<file path="config.mk">
export PLATFORM = sky130hd
export DESIGN_NAME = mbus_long_header_parser_unit_flat
export DESIGN_NICKNAME = d
export VERILOG_FILES = /design/src/rtl/core/mlhp_pkg.sv /design/src/rtl/core/mlhp_in_if.sv /design/src/rtl/core/mlhp_out_if.sv /design/src/rtl/core/mbus_long_header_parser_unit.sv /design/src/rtl/core/mlhp_front.sv /design/src/rtl/core/mlhp_queue.sv /design/src/rtl/core/mlhp_back.sv /design/src/flat_wrapper.sv
export SDC_FILE = /design/constraint.sdc
export NUM_CORES = 1
export LEC_CHECK = 0
export ABC_AREA = 1
export BUFFER_PORTS_ARGS = -buffer_cell sky130_fd_sc_hd__buf_2
export CAP_MARGIN = 20
export CORE_MARGIN = 4
export CORE_UTILIZATION = 61
export DETAILED_ROUTE_END_ITERATION = 16
export PLACE_DENSITY_LB_ADDON = 0.05
export REMOVE_ABC_BUFFERS = 1
export SLEW_MARGIN = 0
export SYNTH_ARGS = -nofsm -noshare
export SYNTH_HDL_FRONTEND = slang
export SYNTH_SLANG_ARGS = --single-unit
export TNS_END_PERCENT = 50
</file>
<file path="constraint.sdc">
create_clock -name clk -period 9.3 [get_ports clk]
set_input_delay 0.465 -clock clk [delete_from_list [all_inputs] [get_ports clk]]
set_output_delay 0.465 -clock clk [all_outputs]
set_load 0.02 [all_outputs]
</file>
<file path="src/rtl/core/mlhp_pkg.sv">
// Package for the long header parser: constants, the queue command type and
// the result kind codes. No dependencies.
`default_nettype none
package mlhp_pkg;

  localparam int unsigned POS_W = 4;

  localparam logic [POS_W-1:0] WIRED_HDR_POS    = 4'd11;
  localparam logic [POS_W-1:0] HEADER_LEN       = 4'd12;
  localparam logic [POS_W-1:0] WIRELESS_HDR_POS = 4'd14;
  localparam logic [POS_W-1:0] POS_MAX          = 4'd15;

  localparam logic [7:0] MODE_MASK = 8'h1F;
  localparam logic [7:0] NIBBLE_HI = 8'hF0;
  localparam logic [7:0] FILL_BYTE = 8'h2F;

  // Crypt modes. The first three carry the block counter in the upper nibble
  // of the first config byte; the asymmetric mode uses the whole byte.
  localparam logic [4:0] MODE_PLAIN   = 5'd0;
  localparam logic [4:0] MODE_CBC     = 5'd5;
  localparam logic [4:0] MODE_CBC_EPH = 5'd7;
  localparam logic [4:0] MODE_ASYM    = 5'd13;

  typedef enum logic [1:0] {
    KIND_HEADER  = 2'd0,
    KIND_PAYLOAD = 2'd1,
    KIND_ERROR   = 2'd2
  } kind_t;

  // Work orders handed from the front part to the back part.
  typedef enum logic [2:0] {
    OP_ERROR    = 3'd0,  // short frame
    OP_PAYLOAD  = 3'd1,  // one payload byte
    OP_HDR      = 3'd2,  // wired header only
    OP_HDR_BYTE = 3'd3,  // header, then the current byte (fill bytes dropped)
    OP_HDR_HELD = 3'd4   // header, both held bytes, then the current byte
  } op_t;

  typedef struct packed {
    op_t         op;
    logic [63:0] meter_id;
    logic [7:0]  access_number;
    logic [7:0]  meter_status;
    logic [4:0]  crypt_mode;
    logic [7:0]  block_count;
    logic [7:0]  held0;
    logic [7:0]  held1;
    logic [7:0]  data_byte;
    logic        frame_end;
  } cmd_t;

  // Handshake between a queue user and the queue.
  typedef struct packed {
    logic full;
    logic empty;
  } q_status_t;

endpackage
`default_nettype wire

</file>
<file path="src/rtl/core/mlhp_in_if.sv">
// Input channel of the long header parser: one frame byte per transfer.
// No dependencies.
`default_nettype none
interface mlhp_in_if;
  logic       valid;
  logic       ready;
  logic [7:0] in_byte;
  logic       frame_end;

  modport source (output valid, output in_byte, output frame_end, input ready);
  modport sink   (input valid, input in_byte, input frame_end, output ready);
endinterface
`default_nettype wire

</file>
<file path="src/rtl/core/mlhp_out_if.sv">
// Result channel of the long header parser: one result item per transfer.
// No dependencies.
`default_nettype none
interface mlhp_out_if;
  logic        valid;
  logic        ready;
  logic [1:0]  kind;
  logic [63:0] meter_id;
  logic [7:0]  access_number;
  logic [7:0]  meter_status;
  logic [4:0]  crypt_mode;
  logic [7:0]  block_count;
  logic [7:0]  out_byte;
  logic        last;

  modport source (output valid, output kind, output meter_id, output access_number,
                  output meter_status, output crypt_mode, output block_count,
                  output out_byte, output last, input ready);
  modport sink   (input valid, input kind, input meter_id, input access_number,
                  input meter_status, input crypt_mode, input block_count,
                  input out_byte, input last, output ready);
endinterface
`default_nettype wire

</file>
<file path="src/rtl/core/mbus_long_header_parser_unit.sv">
// Top level of the M-Bus long header parser.
// Depends on mlhp_pkg, mlhp_in_if, mlhp_out_if, mlhp_front, mlhp_queue and mlhp_back.
// Usage: frame bytes arrive on the frame channel, one byte per transfer, with
// frame_end set on the final byte. Results leave on the result channel: one
// header result per long enough frame, then the payload bytes, or one short
// frame error when the frame ends too early. The last flag marks the final
// result that a frame causes.
// The configuration port writes wired_format whenever cfg_we is high; the
// write also drops the frame in progress. Write it only while the block is idle.
// Throughput: the front part takes one byte per cycle as long as the command
// queue has room. The back part delivers one result per cycle from its output
// register while the receiver takes them. Most bytes yield one result, but the byte
// that carries a wireless header yields up to four results, and the queue of
// QUEUE_DEPTH commands absorbs that burst.
// Each command is registered in the queue, and its results in the output register.
// When the receiver stalls, the output register holds its result, the queue
// fills, and ready on the frame channel falls once the queue is full.
// Reset clears the byte position, wired_format, the queue pointers and count and
// the output valid flag; no clearing pass is needed.
`default_nettype none
module mbus_long_header_parser_unit
  import mlhp_pkg::*;
#(
  parameter int unsigned QUEUE_DEPTH = 4
) (
  input  wire logic  clk,
  input  wire logic  rst,
  input  wire logic  cfg_we,
  input  wire logic  cfg_wdata,
  mlhp_in_if.sink    frame,
  mlhp_out_if.source result
);

  logic      push;
  cmd_t      push_cmd;
  logic      pop;
  cmd_t      head_cmd;
  q_status_t q_status;

  // Front part: classifies each byte and captures the header.
  mlhp_front u_front (
    .clk       (clk),
    .rst       (rst),
    .cfg_we    (cfg_we),
    .cfg_wdata (cfg_wdata),
    .in_valid  (frame.valid),
    .in_ready  (frame.ready),
    .in_byte   (frame.in_byte),
    .frame_end (frame.frame_end),
    .q_status  (q_status),
    .push      (push),
    .push_cmd  (push_cmd)
  );

  // Commands wait here so that each side can stall on its own.
  mlhp_queue #(
    .DEPTH (QUEUE_DEPTH)
  ) u_queue (
    .clk      (clk),
    .rst      (rst),
    .push     (push),
    .push_cmd (push_cmd),
    .pop      (pop),
    .head_cmd (head_cmd),
    .status   (q_status)
  );

  // Back part: turns commands into result transfers.
  mlhp_back u_back (
    .clk      (clk),
    .rst      (rst),
    .head_cmd (head_cmd),
    .q_status (q_status),
    .pop      (pop),
    .result   (result)
  );

endmodule
`default_nettype wire

</file>
<file path="src/rtl/core/mlhp_front.sv">
// Front part: tracks the byte position, captures header and held bytes and
// turns each accepted byte into a queue command. Depends on mlhp_pkg.
`default_nettype none
module mlhp_front
  import mlhp_pkg::*;
(
  input  wire logic        clk,
  input  wire logic        rst,
  input  wire logic        cfg_we,
  input  wire logic        cfg_wdata,
  input  wire logic        in_valid,
  output logic             in_ready,
  input  wire logic [7:0]  in_byte,
  input  wire logic        frame_end,
  input  wire q_status_t   q_status,
  output logic             push,
  output cmd_t             push_cmd
);

  logic             wired_format;
  logic [POS_W-1:0] byte_position;
  logic [POS_W-1:0] byte_position_next;
  logic [7:0]       header_bytes [12];
  logic [7:0]       held_payload [2];
  logic             accept;
  logic [4:0]       mode;
  logic [7:0]       blk;
  logic             fill_pair;

  assign in_ready = !q_status.full;
  assign accept   = in_valid && in_ready;

  always_comb begin
    if (frame_end) begin
      byte_position_next = '0;
    end else if (byte_position < POS_MAX) begin
      byte_position_next = byte_position + 4'd1;
    end else begin
      byte_position_next = byte_position;
    end
  end

  always_ff @(posedge clk) begin
    if (rst) begin
      wired_format  <= 1'b0;
      byte_position <= '0;
    end else if (cfg_we) begin
      // A write aborts the frame in progress.
      wired_format  <= cfg_wdata;
      byte_position <= '0;
    end else if (accept) begin
      byte_position <= byte_position_next;
    end
  end

  always_ff @(posedge clk) begin
    if (accept && byte_position < HEADER_LEN) begin
      header_bytes[byte_position] <= in_byte;
    end
    if (accept && !wired_format && byte_position >= HEADER_LEN &&
        byte_position < WIRELESS_HDR_POS) begin
      held_payload[byte_position[0]] <= in_byte;
    end
  end

  // Wireless config bytes: mode from byte 11, block counter from byte 10.
  always_comb begin
    mode = 5'(header_bytes[11] & MODE_MASK);
    blk  = '0;
    if (mode inside {MODE_PLAIN, MODE_CBC, MODE_CBC_EPH}) begin
      blk = (header_bytes[10] & NIBBLE_HI) >> 4;
    end else if (mode == MODE_ASYM) begin
      blk = header_bytes[10];
    end
  end

  assign fill_pair = (held_payload[0] == FILL_BYTE) && (held_payload[1] == FILL_BYTE);

  always_comb begin
    push_cmd.op            = OP_PAYLOAD;
    push_cmd.meter_id      = {header_bytes[4], header_bytes[5], header_bytes[0],
                              header_bytes[1], header_bytes[2], header_bytes[3],
                              header_bytes[6], header_bytes[7]};
    push_cmd.access_number = header_bytes[8];
    push_cmd.meter_status  = header_bytes[9];
    push_cmd.crypt_mode    = wired_format ? 5'd0 : mode;
    push_cmd.block_count   = wired_format ? 8'd0 : blk;
    push_cmd.held0         = held_payload[0];
    push_cmd.held1         = held_payload[1];
    push_cmd.data_byte     = in_byte;
    push_cmd.frame_end     = frame_end;
    push                   = 1'b0;
    if (wired_format) begin
      if (byte_position < WIRED_HDR_POS) begin
        push_cmd.op = OP_ERROR;
        push        = accept && frame_end;
      end else if (byte_position == WIRED_HDR_POS) begin
        push_cmd.op = OP_HDR;
        push        = accept;
      end else begin
        push_cmd.op = OP_PAYLOAD;
        push        = accept;
      end
    end else begin
      if (byte_position < WIRELESS_HDR_POS) begin
        push_cmd.op = OP_ERROR;
        push        = accept && frame_end;
      end else if (byte_position == WIRELESS_HDR_POS) begin
        push_cmd.op = fill_pair ? OP_HDR_BYTE : OP_HDR_HELD;
        push        = accept;
      end else begin
        push_cmd.op = OP_PAYLOAD;
        push        = accept;
      end
    end
  end

endmodule
`default_nettype wire

</file>
<file path="src/rtl/core/mlhp_queue.sv">
// Command queue between the front and back parts of the parser.
// Depends on mlhp_pkg.
`default_nettype none
module mlhp_queue
  import mlhp_pkg::*;
#(
  parameter int unsigned DEPTH = 4
) (
  input  wire logic  clk,
  input  wire logic  rst,
  input  wire logic  push,
  input  wire cmd_t  push_cmd,
  input  wire logic  pop,
  output cmd_t       head_cmd,
  output q_status_t  status
);

  localparam int unsigned PW = (DEPTH > 1) ? $clog2(DEPTH) : 1;
  localparam int unsigned CW = $clog2(DEPTH + 1);
  localparam logic [PW-1:0] LAST_PTR = PW'(DEPTH - 1);
  localparam logic [CW-1:0] FULL_CNT = CW'(DEPTH);

  cmd_t          entries [DEPTH];
  logic [PW-1:0] wr_ptr;
  logic [PW-1:0] rd_ptr;
  logic [CW-1:0] count;
  logic          do_push;
  logic          do_pop;

  assign status.full  = (count == FULL_CNT);
  assign status.empty = (count == '0);
  assign do_push      = push && !status.full;
  assign do_pop       = pop && !status.empty;
  assign head_cmd     = entries[rd_ptr];

  always_ff @(posedge clk) begin
    if (rst) begin
      wr_ptr <= '0;
      rd_ptr <= '0;
      count  <= '0;
    end else begin
      if (do_push) begin
        wr_ptr <= (wr_ptr == LAST_PTR) ? '0 : wr_ptr + PW'(1);
      end
      if (do_pop) begin
        rd_ptr <= (rd_ptr == LAST_PTR) ? '0 : rd_ptr + PW'(1);
      end
      if (do_push && !do_pop) begin
        count <= count + CW'(1);
      end else if (do_pop && !do_push) begin
        count <= count - CW'(1);
      end
    end
  end

  always_ff @(posedge clk) begin
    if (do_push) begin
      entries[wr_ptr] <= push_cmd;
    end
  end

endmodule
`default_nettype wire

</file>
<file path="src/rtl/core/mlhp_back.sv">
// Back part: expands each queue command into one to four result items and
// holds them in the output register. Depends on mlhp_pkg.
`default_nettype none
module mlhp_back
  import mlhp_pkg::*;
(
  input  wire logic   clk,
  input  wire logic   rst,
  input  wire cmd_t   head_cmd,
  input  wire q_status_t q_status,
  output logic        pop,
  mlhp_out_if.source  result
);

  logic [1:0]  step;
  logic        load;
  logic        final_step;
  logic [1:0]  r_kind;
  logic        r_header;
  logic [7:0]  r_byte;
  logic        r_last;

  assign load = !q_status.empty && (!result.valid || result.ready);
  assign pop  = load && final_step;

  // Step 0 of a header command is the header itself; later steps are bytes.
  always_comb begin
    r_kind     = KIND_PAYLOAD;
    r_header   = 1'b0;
    r_byte     = head_cmd.data_byte;
    r_last     = head_cmd.frame_end;
    final_step = 1'b1;
    case (head_cmd.op)
      OP_ERROR: begin
        r_kind = KIND_ERROR;
        r_byte = '0;
        r_last = 1'b1;
      end
      OP_PAYLOAD: begin
        r_kind = KIND_PAYLOAD;
      end
      OP_HDR: begin
        r_kind   = KIND_HEADER;
        r_header = 1'b1;
        r_byte   = '0;
      end
      OP_HDR_BYTE: begin
        if (step == 2'd0) begin
          r_kind     = KIND_HEADER;
          r_header   = 1'b1;
          r_byte     = '0;
          r_last     = 1'b0;
          final_step = 1'b0;
        end
      end
      OP_HDR_HELD: begin
        case (step)
          2'd0: begin
            r_kind     = KIND_HEADER;
            r_header   = 1'b1;
            r_byte     = '0;
            r_last     = 1'b0;
            final_step = 1'b0;
          end
          2'd1: begin
            r_byte     = head_cmd.held0;
            r_last     = 1'b0;
            final_step = 1'b0;
          end
          2'd2: begin
            r_byte     = head_cmd.held1;
            r_last     = 1'b0;
            final_step = 1'b0;
          end
          default: begin
          end
        endcase
      end
      default: begin
        r_kind = KIND_ERROR;
        r_byte = '0;
        r_last = 1'b1;
      end
    endcase
  end

  always_ff @(posedge clk) begin
    if (rst) begin
      step         <= '0;
      result.valid <= 1'b0;
    end else begin
      if (load) begin
        step         <= final_step ? 2'd0 : step + 2'd1;
        result.valid <= 1'b1;
      end else if (result.ready) begin
        result.valid <= 1'b0;
      end
    end
  end

  always_ff @(posedge clk) begin
    if (load) begin
      result.kind          <= r_kind;
      result.meter_id      <= r_header ? head_cmd.meter_id : 64'd0;
      result.access_number <= r_header ? head_cmd.access_number : 8'd0;
      result.meter_status  <= r_header ? head_cmd.meter_status : 8'd0;
      result.crypt_mode    <= r_header ? head_cmd.crypt_mode : 5'd0;
      result.block_count   <= r_header ? head_cmd.block_count : 8'd0;
      result.out_byte      <= r_byte;
      result.last          <= r_last;
    end
  end

endmodule
`default_nettype wire

</file>
<file path="src/flat_wrapper.sv">
// flat-port wrapper written by rule: the top's interface ports become plain ports
module mbus_long_header_parser_unit_flat import mlhp_pkg::*;
#(
  parameter int unsigned QUEUE_DEPTH = 4
)
  (clk, rst, cfg_we, cfg_wdata, frame_valid, frame_in_byte, frame_frame_end, frame_ready, result_valid, result_kind, result_meter_id, result_access_number, result_meter_status, result_crypt_mode, result_block_count, result_out_byte, result_last, result_ready);
  mlhp_in_if frame_i ();
  mlhp_out_if result_i ();
  input  wire logic clk;
  input  wire logic rst;
  input  wire logic cfg_we;
  input  wire logic cfg_wdata;
  input wire logic [$bits(frame_i.valid)-1:0] frame_valid;
  input wire logic [$bits(frame_i.in_byte)-1:0] frame_in_byte;
  input wire logic [$bits(frame_i.frame_end)-1:0] frame_frame_end;
  output wire logic [$bits(frame_i.ready)-1:0] frame_ready;
  output wire logic [$bits(result_i.valid)-1:0] result_valid;
  output wire logic [$bits(result_i.kind)-1:0] result_kind;
  output wire logic [$bits(result_i.meter_id)-1:0] result_meter_id;
  output wire logic [$bits(result_i.access_number)-1:0] result_access_number;
  output wire logic [$bits(result_i.meter_status)-1:0] result_meter_status;
  output wire logic [$bits(result_i.crypt_mode)-1:0] result_crypt_mode;
  output wire logic [$bits(result_i.block_count)-1:0] result_block_count;
  output wire logic [$bits(result_i.out_byte)-1:0] result_out_byte;
  output wire logic [$bits(result_i.last)-1:0] result_last;
  input wire logic [$bits(result_i.ready)-1:0] result_ready;
  assign frame_i.valid = frame_valid;
  assign frame_i.in_byte = frame_in_byte;
  assign frame_i.frame_end = frame_frame_end;
  assign frame_ready = frame_i.ready;
  assign result_valid = result_i.valid;
  assign result_kind = result_i.kind;
  assign result_meter_id = result_i.meter_id;
  assign result_access_number = result_i.access_number;
  assign result_meter_status = result_i.meter_status;
  assign result_crypt_mode = result_i.crypt_mode;
  assign result_block_count = result_i.block_count;
  assign result_out_byte = result_i.out_byte;
  assign result_last = result_i.last;
  assign result_i.ready = result_ready;
  mbus_long_header_parser_unit #(.QUEUE_DEPTH(QUEUE_DEPTH)) u_core (.clk(clk), .rst(rst), .cfg_we(cfg_we), .cfg_wdata(cfg_wdata), .frame(frame_i), .result(result_i));
endmodule
</file>
== Word-level counts from Yosys, hierarchy flattened ==
Memories as Yosys holds them, arrays and structs flattened. A register that Yosys moved wholly into a read port is not among the register bits.
Index checks and enable logic that the tools add are counted.
Word-level totals
  logic and storage cells: 120
  output and inout port bits: 106
  register bits after elaboration: 119
  memories kept: 3
  input bits: 15
  memory bits (writable): 596
Memory list
  u_core.u_queue.entries: depth 4, bits a word 121, read ports 1, clocked after memory_dff 1, wr ports 1, RTL line mlhp_queue.sv:23  | cmd_t entries [DEPTH];
  u_core.u_front.header_bytes: depth 12, bits a word 8, read ports 12, clocked after memory_dff 0, wr ports 1, RTL line mlhp_front.sv:23  | logic [7:0] header_bytes [12];
  u_core.u_front.held_payload: depth 2, bits a word 8, read ports 2, clocked after memory_dff 0, wr ports 1, RTL line mlhp_front.sv:24  | logic [7:0] held_payload [2];
Cells by class
  order comparisons: 5
  add/subtract/negate cells: 6
  muxes and demuxes: 43
  reductions and logical operators: 32
  eq/ne operators: 16
Operators by type and width (number)
  $pmux W8 S3: 2
  $mux W8: 4
  $mux W3: 6
  $mux W1: 17
  $eq A8 B6 Y1 const B: 2
  $lt A4 B4 Y1 const B: 4
  $mux W2: 7
  $logic_and A1 B1 Y1: 13
  $eq A5 B3 Y1 const B: 2
  $eq A4 B4 Y1 const B: 2
  $mux W4: 2
  $add A2 B1 Y2 const B: 3
  $eq A2 B2 Y1 const B: 3
  $eq A3 B2 Y1 const B: 2
  $eq A3 B3 Y1 const B: 2
  $logic_not A1 Y1: 6
  $pmux W2 S3: 1
  $reduce_bool A2 Y1: 3
  $reduce_or A2 Y1: 3
  $eq A5 B4 Y1 const B: 1
  $logic_not A5 Y1: 1
  $mux W5: 1
  $add A4 B1 Y4 const B: 1
  $ge A4 B4 Y1 const B: 1
  other kinds (12): 13

== Depth between registers and ports, before layout ==
Gate-level depths: netlist of run 1.
  depth after elaboration: 11
  mapped depth: 18
  gate-level depth less buffers: 17

== Cells and area by module ==
Synthesis of run 1 repeated with hierarchy kept, for this count alone.
Unflattened totals
  cells, all modules: 1919
  area total of the unflattened synthesis: 26957.1 µm²
By module, submodules not included
  mlhp_queue: instances 1, sequential area each 14714.1 µm², cells an instance 1241, area each 18380.1 µm²
  mlhp_back: instances 1, sequential area each 3183.1 µm², cells an instance 403, area each 4446.8 µm²
  mlhp_front: instances 1, sequential area each 3373.2 µm², cells an instance 275, area each 4130.2 µm²

== Worst setup path before layout of run 1 ==
No wires, ideal clock.
  path type: register to register
  start: reg u_core.u_queue.count[1]
  end: mem u_core.u_queue.entries[0][0] in the netlist's numbering (enable)
  arrival: 6.085 ns
  slack: 2.612 ns
  clock period less this slack: 6.688 ns
  setup time: 0.603 ns
  stages on the path, launching flop included: 7
  buffers on the path: 0
  data required time: 8.697 ns
  cells stage by stage: dfxtp_1 > inv_1 > nand3_1 > nand2_1 > inv_1 > nand2_1 > nor2_1
Between the ends
  cells in the longest elaborated chain, start to end: 9
  elaborated cells on any way between the ends: 10
  classes of those cells: eq/ne: 1; mux: 5; reduce/logical: 4
RTL lines
  start, declared: RTL line mlhp_queue.sv:26  | logic [CW-1:0] count;
  start signal, assigned: RTL line mlhp_queue.sv:49  | count <= count + CW'(1);
  start signal, assigned: RTL line mlhp_queue.sv:51  | count <= count - CW'(1);
  $eq A3 B3 Y1 *: RTL line mlhp_queue.sv:30  | assign status.full = (count == FULL_CNT);
  $logic_not A1 Y1 *: RTL line mlhp_front.sv:30  | assign in_ready = !q_status.full;
  net frame_ready: RTL line flat_wrapper.sv:16  | output wire logic [$bits(frame_i.ready)-1:0] frame_ready;
  $logic_and A1 B1 Y1: RTL line mlhp_front.sv:31  | assign accept = in_valid && in_ready;
  $logic_and A1 B1 Y1: RTL line mlhp_front.sv:96, mlhp_front.sv:107
  $mux W1 (on tied branches): RTL line mlhp_front.sv:105, mlhp_front.sv:94
  $mux W1: RTL line mlhp_front.sv:93  | if (wired_format) begin
  $logic_and A1 B1 Y1 *: RTL line mlhp_queue.sv:32  | assign do_push = push && !status.full;
  $mux W1 *: RTL line mlhp_queue.sv:57  | if (do_push) begin
  $mux W1 (not written as such) *: RTL line mlhp_queue.sv:58  | entries[wr_ptr] <= push_cmd;
  end, declared: RTL line mlhp_queue.sv:23
Mark *: on every way through the listed nets, which the timed path passes. The rest lies on a longest branch.

==> results of run 1 <==
## worst max-delay path, delay by kind of cell (launching register included)
kind / cells / cell delay (ns)
compound gates: 2 / 0.23
buf+inv: 4 / 2.22
flops: 1 / 0.90
simple gates: 5 / 0.66
## metrics by stage
stage	hold WS, ns	utilization [%]	cell area (sq um)	TNS (ns)
final	0.09059	69.73	30040	0
after global routing	0.09462	69.73	30040	0
after CTS	0.06592	69.60	29980	0
after detailed placement	0.4764	64.58	27820	0
after global placement	0.4666	64.46	27770	0
after floorplan	0.4587	-	26150	-15.77
## kinds of logic (layout without fill, tap and decap cells)
family	count (synthesis)	count (layout)	share of synthesized area, %
DFF	714	714	79.93
adders and majority gates	16	16	0.7805
AOI/OAI and AO/OA	377	377	7.391
buffers and inverters	151	339	2.534
and+or+nand+nor	622	622	9.333
xor gates and xnor gates	1	1	0.03292
## layout make-up
type                            instances  area (sq um)  share of cell area [%]
Clock buffer                           91          1894                   6.307
Clock inverter                         38         266.5                  0.8873
Inverter                               57         221.5                  0.7373
Multi-Input combinational cell       1016          4723                   15.73
Sequential cell                       714         21280                   70.84
Tap cell                              585         732.0                   2.437
Timing Repair Buffer                  153         920.9                   3.066
## layout by cell type (no fill, tap or decap), types with 4 or more instances in the layout
master / instances
clkinv_1: 15
inv_6: 5
clkinv_2: 14
ha_1: 15
buf_4: 29
buf_2: 120
nor2_4: 4
o21ai_0: 233
nor2_1: 422
nand2_2: 4
a21oi_1: 116
clkbuf_1: 18
edfxtp_1: 697
nand3_1: 51
clkbuf_16: 73
nand4_1: 9
o22ai_1: 8
nand2_1: 110
nor3_1: 12
inv_1: 55
a32oi_1: 8
dfxtp_1: 15
## worst max-delay path by stage
stage / startpoint / endpoint / slack [ns] / cells past startpoint
floorplan: flop / u_core.u_back.result.access_number[0] / -0.17 / 8
global placement: flop / u_core.u_back.result.meter_id[33] / 5.01 / 11
detailed placement: flop / u_core.u_back.result.access_number[4] / 4.87 / 11
CTS: flop / u_core.u_back.result.access_number[4] / 4.85 / 11
global route: flop / u_core.u_back.result.meter_id[46] / 4.60 / 11
finish: flop / u_core.u_back.result.access_number[4] / 4.85 / 11
## report_power, final
part | internal [W] | switching, W | leakage, nW
Clock | 0.00153 | 0.00114 | 1.06
Combinational | 0.000561 | 0.00153 | 2.81
Sequential | 0.00400 | 0.000180 | 6.56
Total | 0.00609 | 0.00285 | 10.4
## flip-flops by register name (all words and copies together) (netlist names), 3 cells and up, named ones only
| name | flops |
|---|---|
| u_core.u_back.result.block_count | 8 |
| u_core.u_back.result.meter_status | 8 |
| u_core.u_back.result.access_number | 8 |
| u_core.u_queue.entries | 484 |
| u_core.u_back.result.out_byte | 8 |
| u_core.u_front.header_bytes | 93 |
| u_core.u_back.result.crypt_mode | 5 |
| u_core.u_front.byte_position | 4 |
| u_core.u_queue.count | 3 |
| u_core.u_front.held_payload | 16 |
| u_core.u_back.result.meter_id | 64 |
## per-layer routing
layer | wire length, um | vias up | part of all wire, % | track usage [%]
met3 | 3422 | 95 | 6.0 | 3.533
li1 | - | 7066 | - | -
met2 | 27840 | 515 | 49 | 39.68
met1 | 24130 | 7543 | 43 | 33.95
met4 | 1224 | 0 | 2.2 | 6.996
met5 | 0 | - | 0 | 0
==> results.md, run 1 <==
* RSZ-0062 raised after global routing: no
* R2R setup slack at approximately 4.9 ns
* Final WL at 56610 um
* Final worst setup slack at just under 5 ns
* Pre-Repair DR Iteration Count at 5
* Boundary pin count at roughly 120
* Synth Area per Inst at 14.15 sq um
* Port-buffer cells at between 100 and 150
* First-pass GRT wire length at around 86000 um
* CP Launch Type: flop
* Routability cong. at 0.8057
* Place WS at roughly 4.9 ns
* Clk buf depth at 3
* Fin. max-slew vios at 0
* Post-route DRC at 0
* CP Data Required Time at 9.60 ns
* Top post-synthesis cells by area: edfxtp_1 79%, nor2_1 6.0%, o21ai_0 4.4%
* Number of synthesized flops with an enable pin at 697
* Max_cap viols at 0
* Worst VDD drop at roughly 200 uV
* Final hold vios at 0
* Worst path max stage delay at ~0.9 ns
* Slowest cell on the critical path: dfxtp_4
* R2R cell count at 11
* Worst-path clk slew at 0.06 ns
* Critical Path Sink Type: flop
* Post-synthesis sequential area ratio at between 70% and 80%
* Post-Synthesis Cells at 1881
* R2R Path End: u_core.u_back.result.access_number[4]
* Synthesis Warnings at 0
* Share of post-route cells with drive strength above 1 at about an eighth
* Mapped Area at 0.02661 sq mm
* Diode count at 0
* Initial DRC count at between 1500 and 2000
* Pwr per Cell Area at slightly below 300 mW/mm^2
* WP data arrival at ~4.8 ns
* Worst skew pair latency at 0.58 ns
* Fin cells at ~2700
* Final nets at 2044
* Yosys top cell by area: edfxtp_1
* Drt wl/cell at between 20 and 25 um
* # hold bufs at CTS at 0
* Main synth FF type: edfxtp_1
* Final Cycle Share at 47.84%
* WHS Endpoint: u_core.u_front.wired_format
* Most frequent cell after synthesis: edfxtp_1
* Most instantiated cells after synthesis: 697 x edfxtp_1, 426 x nor2_1, 233 x o21ai_0
* DIE AREA at roughly 0.047 sq mm
* Top achievable clock speed at 224.8 MHz
* Worst Skew at approximately 0.012 ns
* TritonCTS clock tree: built
* Hold Path Stages at 2
* Post-synth top area share at around 80%
* Die Height at 216.9 um
* Final setup vio count at 0
* Top cell by count, worst path: buf_4
* Vias at between 15000 and 20000
* Yosys reg bits at approximately 700
* Fin crit period at around 4.4 ns
* # fillers at between 2000 and 3000
* Die width at roughly 220 um
* Power Total at 0.008938 W
* Vias per inst at between 5 and 6
* Post_cts resized at 0
* CTS root buffer: clkbuf_16
* P_leak at 10.43 nW
* GRT Total Usage at between 20% and 30%
* CP Max Fanout at 75
* Area Growth Syn to Fin at 12.87%
* DP HPWL at 29510 um
* Remaining Overflow, GRT at 0
* Placed insts at 2523
* CTS buffer count at 71
* # H-tree levels at 3
* Synth unique cells at 39
* Critical path class: flop to flop
* Hold WC Path Type: input port to flop
* Worst Max-Slew Pin Slew at approximately 1.1 ns
* Site Rows at 76
* Status: finished clean
* Largest net degree at the start of global routing at 120
* Initial antenna violation count at 2
* CTS sink count at ~700
* Post-synth ARST share at 0%
* Post-route ant nets at 0
* Core area at ~0.043 sq mm
* Critical path cell sequence: buf_4 -> inv_6 -> or2_0 -> nand2_1 -> nand2_2 -> nand3_4 -> nand2_2 -> a21boi_4 -> buf_4 -> buf_4 -> a21oi_1
* Initial core utilization at slightly above 60%
* Slew headroom at between 20% and 30%
* Min-delay src: rst
* Vias in the first global route at about 15000
* Postcts setup bufs at 0
Note: power is estimated with default switching activity, not from simulation.
==> run 2: changes to the inputs <==
--- a/config.mk
+++ b/config.mk
@@ -5,7 +5,7 @@
 export SDC_FILE = /design/constraint.sdc
 export NUM_CORES = 1
 export LEC_CHECK = 0
-export ABC_AREA = 1
+export ABC_AREA = 0
 export BUFFER_PORTS_ARGS = -buffer_cell sky130_fd_sc_hd__buf_2
 export CAP_MARGIN = 20
 export CORE_MARGIN = 4
==> constraint.sdc (replaced) <==
create_clock -name clk -period 4.3 [get_ports clk]
set_input_delay 0.215 -clock clk [delete_from_list [all_inputs] [get_ports clk]]
set_output_delay 0.215 -clock clk [all_outputs]
set_load 0.02 [all_outputs]
==> results.md, run 2 <==
* GRT Total Usage at 21.15% (-2.8 points)
* DIE AREA at 0.04603 sq mm (-2.1%)
* Critical Path Sink Type: flop
* Final nets at 1365 (-33%)
* Number of synthesized flops with an enable pin at 697 (unchanged)
* Final setup vio count at 0 (unchanged)
* # fillers at 2589 (-8.8%)
* Synthesis Warnings at 0 (unchanged)
* CP Max Fanout at 20 (-73%)
* RSZ-0062 raised after global routing: no
* P_leak at 9.572 nW (-8.2%)
* Area Growth Syn to Fin at 13.44%
* CTS buffer count at 69 (-2.8%)
* Yosys reg bits at 714 (unchanged)
* Synth Area per Inst at 22.47 sq um (+59%)
* Post-route DRC at 0 (unchanged)
* Post-route ant nets at 0 (unchanged)
* Synth unique cells at 45 (+15%)
* Post-synth ARST share at 0% (unchanged)
* Post-synthesis mux area share at 10.70% (+11 points)
* Post-Synthesis Cells at 1158 (-38%)
* Most instantiated cells after synthesis: 697 x edfxtp_1, 121 x mux4_2, 107 x nor2b_1
* Die Height at 214.5 um (-1.1%)
* Site Rows at 75 (-1.3%)
* Worst Skew at 0.01362 ns (+0.001377 ns)
* Post-synthesis sequential area ratio at 81.73% (+1.8 points)
* Worst-path clk slew at 0.06 ns (about the same)
* DP HPWL at 25270 um (-14%)
* Fin. max-slew vios at 0 (unchanged)
* Diode count at 0 (unchanged)
* Initial core utilization at 61.90% (+0.12 points)
* TritonCTS clock tree: built
* Vias in the first global route at 12220 (-19%)
* Most used cells in the layout excluding fill and tap cells: 697 x edfxtp_1, 121 x mux4_2, 120 x buf_2
* Worst VDD drop at 656.8 uV (+220%)
* WP data arrival at 3.85 ns (-0.90 ns)
* Hold WC Path Type: input port to flop
* Largest registers: u_core.u_queue.entries x484, u_core.u_front.header_bytes x93, u_core.u_back.result.meter_id x64
* Final worst setup slack at 0.9485 ns (-3.903 ns)
* Pwr per Cell Area at 623.1 mW/mm^2 (+110%)
* Final hold vios at 0 (unchanged)
* CP Data Required Time at 4.80 ns (-4.80 ns)
* Final WL at 47870 um (-15%)
* Status: finished clean
* Mapped Area at 0.02602 sq mm (-2.2%)
* Post-Synth XOR/XNOR Area at 0.1683% (+0.14 points)
* Remaining Overflow, GRT at 0 (unchanged)
* Slew headroom at 35.66% (+6.1 points)
* Commonest non-fill, non-tap cell in the layout: edfxtp_1
* Yosys top cell by area: edfxtp_1
* Worst skew pair latency at 0.57 ns (about the same)
* Power Total at 0.01840 W (+110%)
* Number of flip-flops in the largest register at 484 (unchanged)
* Fin cells at 1925 (-27%)
* Register area at 0.02128 sq mm (unchanged)
* Simple-Gate Fraction of Synth Area at 4.366% (-5.0 points)
* First-pass GRT wire length at 73550 um (-15%)
* Synth Area in Adders at 0.7981% (+0.018 points)
* # H-tree levels at 3 (unchanged)
* Core area at 0.04204 sq mm (-2.4%)
* Multi-input logic area at 0.004543 sq mm (-3.8%)
* Vias per inst at 6.070 (+5.8%)
* Largest net degree at the start of global routing at 96 (-20%)
* CTS root buffer: clkbuf_16
* Fin crit period at 3.351 ns (-1.097 ns)
* Share of post-route cells with drive strength above 1 at 26.12% (+13 points)
* Drt wl/cell at 24.86 um (+17%)
* Main synth FF type: edfxtp_1
* Vias at 11680 (-23%)
* Die width at 214.5 um (-1.1%)
* Main combinational cell family by area after synthesis: multiplexers
* Final Cycle Share at 77.94% (+30 points)
* Placed insts at 1793 (-29%)
* CP Launch Type: flop
* TNS Setup at 0 ns (unchanged)
* Place WS at 0.9678 ns (-3.902 ns)
* Port-buffer cells at 120 (unchanged)
* Pre-Repair DR Iteration Count at 5 (unchanged)
* Clk buf depth at 3 (unchanged)
* Most frequent cell after synthesis: edfxtp_1
* Top post-synthesis cells by area: edfxtp_1 80%, mux4_2 10%, nor2b_1 2.6%
* Initial antenna violation count at 0 (-2)
* Routability cong. at 0.7691 (-4.5%)
* Max_cap viols at 0 (unchanged)
* Post-synth top area share at 80.43% (+1.8 points)
* CTS sink count at 714 (unchanged)
* Initial DRC count at 1048 (-38%)
* Biggest register: u_core.u_queue.entries
* Boundary pin count at 121 (unchanged)
* Post-synthesis compound-gate area fraction at 1.274% (-6.1 points)
* Worst Max-Slew Pin Slew at 0.9563 ns (-0.1008 ns)
* Critical path class: flop to flop
* Top achievable clock speed at 298.4 MHz (+33%)
[run 2: timing repair]
action,4_1_cts,5_1_grt
endpoints found under the hold margin,13,0
setup endpoints to repair,0,0
buffers inserted,0,0
hold buffers,7,0
gates resized for setup,0,0
[run 2: worst max-delay path, cell delays in order, from the launching register on]
cell,delay [ns]
dfxtp_4,0.55
mux4_2,0.42
or3b_1,0.67
o221ai_4,0.35
ha_1,0.24
inv_1,0.06
fa_1,0.37
xor2_1,0.17
or3_1,0.30
a21oi_1,0.14
[run 2: cells by family after synthesis]
kind of cell | after synthesis
flip-flops | 714
AO/OA/AOI/OAI | 45
AND/OR/NAND/NOR | 194
multiplexers | 127
adder cells (fa/ha/maj) | 16
XOR/XNOR | 5
buffers and inverters | 57
[run 2: final timing paths]
| kind | from | to | slack [ns] | depth (start not counted) |
|---|---|---|---|---|
| setup / recovery | flop | u_core.u_queue.count[2] | 0.95 | 9 |
| hold / removal | frame_valid | u_core.u_front.byte_position[3] | 0.09 | 3 |
| setup reg to reg | flop | u_core.u_queue.count[2] | 0.95 | 9 |
| hold reg to reg | u_core.u_front.header_bytes[2][4] | u_core.u_queue.entries[1][82] | 0.50 | 0 |
[run 2: through the flow]
step | hold WS [ns] | util (%) | instance area (sq um)
6_report | 0.09408 | 70.22 | 29520
2_1_floorplan | 0.2841 | - | 25820
4_1_cts | 0.06315 | 70.16 | 29490
3_5_place_dp | 0.4600 | 65.08 | 27360
3_3_place_gp | 0.4558 | 65.08 | 27360
5_1_grt | 0.1314 | 70.22 | 29520
[run 2: cell type report]
type	count	area share (%)
Tap cell	539	2.284
Inverter	12	0.1526
Clock inverter	27	0.4747
Timing Repair Buffer	150	3.111
Sequential cell	714	72.07
Clock buffer	96	6.514
Multi-Input combinational cell	387	15.39
[run 2: power breakdown]
group / switching, W / internal (W)
combinational: 0.00247 / 0.00141
clock: 0.00237 / 0.00318
sequential: 0.000290 / 0.00868
total: 0.00513 / 0.0133
[run 2: layer usage]
metal	up-vias	global-route usage, %	wire [um]	share of wire (%)
li1	5059	-	-	-
met2	360	34.36	23700	50
met1	6183	30.35	20490	43
met4	0	6.203	1010	2.1
met3	82	3.727	2667	5.6
met5	-	0	0	0
==> run 3: changes to the inputs <==
--- a/config.mk
+++ b/config.mk
@@ -9,7 +9,7 @@
 export BUFFER_PORTS_ARGS = -buffer_cell sky130_fd_sc_hd__buf_2
 export CAP_MARGIN = 20
 export CORE_MARGIN = 4
-export CORE_UTILIZATION = 61
+export CORE_UTILIZATION = 55
 export DETAILED_ROUTE_END_ITERATION = 16
 export PLACE_DENSITY_LB_ADDON = 0.05
 export REMOVE_ABC_BUFFERS = 1
==> constraint.sdc (replaced) <==
create_clock -name clk -period 2.7 [get_ports clk]
set_input_delay 0.135 -clock clk [delete_from_list [all_inputs] [get_ports clk]]
set_output_delay 0.135 -clock clk [all_outputs]
set_load 0.02 [all_outputs]
==> results.md, run 3 (same netlist as run 2, synthesis figures left out) <==
* Critical path cell sequence: mux4_2 -> or3b_4 -> o221ai_4 -> ha_4 -> inv_2 -> fa_2 -> xor2_1 -> or3_1 -> a21oi_1
* DP HPWL at 27810 um (+10%)
* Biggest register: u_core.u_queue.entries
* Comb power frac at 22.2% (+1.1 points)
* CP Max Fanout at 4 (-80%)
* CP bufs+invs at 1 (unchanged)
* Drt wl/cell at 24.06 um (-3.2%)
* Hold WC Path Type: input port to flop
* Pre-Repair DR Iteration Count at 5 (unchanged)
* Seq pwr share at 46.9% (-1.8 points)
* Post-route DRC at 0 (unchanged)
* Area Growth Syn to Fin at 16.11%
* Vias per inst at 5.665 (-6.7%)
* Final setup vio count at 1 (+1)
* CTS sink count at 714 (unchanged)
* Largest registers: u_core.u_queue.entries x484, u_core.u_front.header_bytes x93, u_core.u_back.result.meter_id x64
* Final WL at 48950 um (+2.3%)
* Boundary pin count at 121 (unchanged)
* NetSw at 0.008259 W (+61%)
* Placed insts at 1900 (+6.0%)
* Clock power frac at 30.9% (+0.8 points)
* CTS root buffer: clkbuf_16
* Share of post-route cells with drive strength above 1 at 28.98% (+2.9 points)
* Critical Path Sink Type: flop
* Routability cong. at 0.7889 (+2.6%)
* Internal power at 0.02194 W (+65%)
* CP Data Required Time at 3.22 ns (-1.58 ns)
* Worst Max-Slew Pin Slew at 0.8708 ns (-0.08553 ns)
* Final worst setup slack at -0.05425 ns (-1.003 ns)
* Worst path max stage delay at 0.51 ns (-0.16 ns)
* Die width at 225.5 um (+5.1%)
* Final nets at 1406 (+3.0%)
* TritonCTS clock tree: built
* Port-buffer cells at 120 (unchanged)
* WP data arrival at 3.27 ns (-0.58 ns)
* Most used cells in the layout excluding fill and tap cells: 697 x edfxtp_1, 121 x mux4_2, 120 x buf_2
* Die Height at 225.5 um (+5.1%)
* CP Launch Type: flop
* Initial antenna violation count at 1 (+1)
* Top achievable clock speed at 363.1 MHz (+22%)
* First-pass GRT wire length at 74810 um (+1.7%)
* Pwr per Cell Area at 999.4 mW/mm^2 (+60%)
* RSZ-0062 raised after global routing: yes
* GRT Total Usage at 19.86% (-1.3 points)
* Max_cap viols at 0 (unchanged)
* Vias at 11520 (-1.4%)
* Number of flip-flops in the largest register at 484 (unchanged)
* TNS Setup at -0.05425 ns (-0.05425 ns)
* Slowest cell on the critical path: mux4_2
* Final hold vios at 0 (unchanged)
* Worst VDD drop at 1888 uV (+190%)
* Commonest non-fill, non-tap cell in the layout: edfxtp_1
* Switch share at 27.35% (-0.54 points)
* Initial core utilization at 55.78% (-6.1 points)
* Fin. max-slew vios at 0 (unchanged)
* Worst Skew at 0.01649 ns (+0.002870 ns)
* Worst-path clk slew at 0.06 ns (about the same)
* Critical path's top delay family: simple AND/OR/NAND/NOR gates
* Largest net degree at the start of global routing at 107 (+11%)
* Status: complete, but fails checks
* Remaining Overflow, GRT at 0 (unchanged)
* Slew headroom at 41.13% (+5.5 points)
* Fin cells at 2034 (+5.7%)
* Worst skew pair latency at 0.59 ns (+0.02 ns)
* Clk buf depth at 3 (unchanged)
* Initial DRC count at 985 (-6.0%)
* Final Cycle Share at 102.0% (+24 points)
* Core area at 0.04665 sq mm (+11%)
* Post-route ant nets at 0 (unchanged)
* # H-tree levels at 3 (unchanged)
* DIE AREA at 0.05086 sq mm (+10%)
* Power Total at 0.03020 W (+64%)
* Vias in the first global route at 12190 (-0.32%)
* Critical path class: flop to flop
* CTS buffer count at 70 (+1.4%)
* Fin crit period at 2.754 ns (-0.5972 ns)
* Site Rows at 79 (+5.3%)
* P_leak at 9.899 nW (+3.4%)
* Failing checks: setup timing
## run 3: cell types whose count changed in the layout (fill, tap and decap cells not counted), moves of 2 or more
| cell | delta |
|---|---|
| bufinv_16 | +4 |
| dlygate4sd3_1 | +2 |
| clkbuf_1 | -5 |
| inv_6 | +4 |
| buf_12 | +12 |
| clkinv_1 | -6 |
| diode_2 | +2 |
| buf_4 | +25 |
## run 3: per-stage QoR
step                setup WS (ns)  hold slack [ns]  utilization (%)  area [sq um]
floorplan                  -7.283           0.2041                -         25820
global placement          -0.1284           0.4040            59.79         27900
detailed placement        -0.1516           0.4228            59.79         27900
CTS                       -0.1159          0.04937            64.71         30190
global route              -0.1329          0.06050            64.75         30210
finish                   -0.05425          0.06488            64.76         30220
## run 3: power by group through the flow
stage	clock network, W	registers (W)	logic [W]
5_1_grt	0.0101	0.0142	0.00727
4_1_cts	0.00955	0.0142	0.00687
3_3_place_gp	0	0.0144	0.00680
6_report	0.00933	0.0142	0.00670
2_1_floorplan	0	0.0150	0.00251
3_5_place_dp	0	0.0144	0.00682
## run 3: what timing repair did
item / in CTS / in global routing
setup endpoints to repair: 1 / 2
setup buffers: 0 / 1
pin swaps: 4 / 2
resized for setup: 4 / 2
hold endpoints to repair: 21 / 0
hold buffers: 9 / 0
## run 3: layout make-up
| cell class | instances | area (sq um) |
|---|---|---|
| timing repair buffer | 190 | 1378 |
| fill | 3172 | 16440 |
| inverter | 12 | 45.04 |
| antenna | 2 | 5.005 |
| clock buffer | 92 | 1918 |
| multi-input combinational | 387 | 4554 |
| clock inverter | 30 | 277.8 |
| sequential | 714 | 21280 |
| tap | 607 | 759.5 |
## run 3: worst register-to-register path: stages, from the launching register on
cell	delay [ns]
dfxtp_4	0.37
mux4_2	0.51
or3b_4	0.43
o221ai_4	0.23
ha_4	0.18
inv_2	0.04
fa_2	0.32
xor2_1	0.17
or3_1	0.31
a21oi_1	0.12
## run 3: final timing paths
path	to	depth (start not counted)	slack, ns	start
hold / removal	u_core.u_queue.entries[1][7]	1	0.06	frame_in_byte[6]
hold reg to reg	u_core.u_queue.entries[1][46]	0	0.49	u_core.u_front.header_bytes[8][0]
setup / recovery	u_core.u_queue.count[2]	9	-0.05	flop
setup reg to reg	u_core.u_queue.count[2]	9	-0.05	flop
## run 3: routing by layer
layer / vias to the layer above / wire [um] / track usage [%] / share of wire (%)
li1: 5150 / - / - / -
met1: 6055 / 21360 / 28.13 / 44
met2: 257 / 24660 / 32.63 / 50
met3: 60 / 2021 / 3.139 / 4.1
met4: 0 / 910 / 6.086 / 1.9
met5: - / 0 / 0 / 0
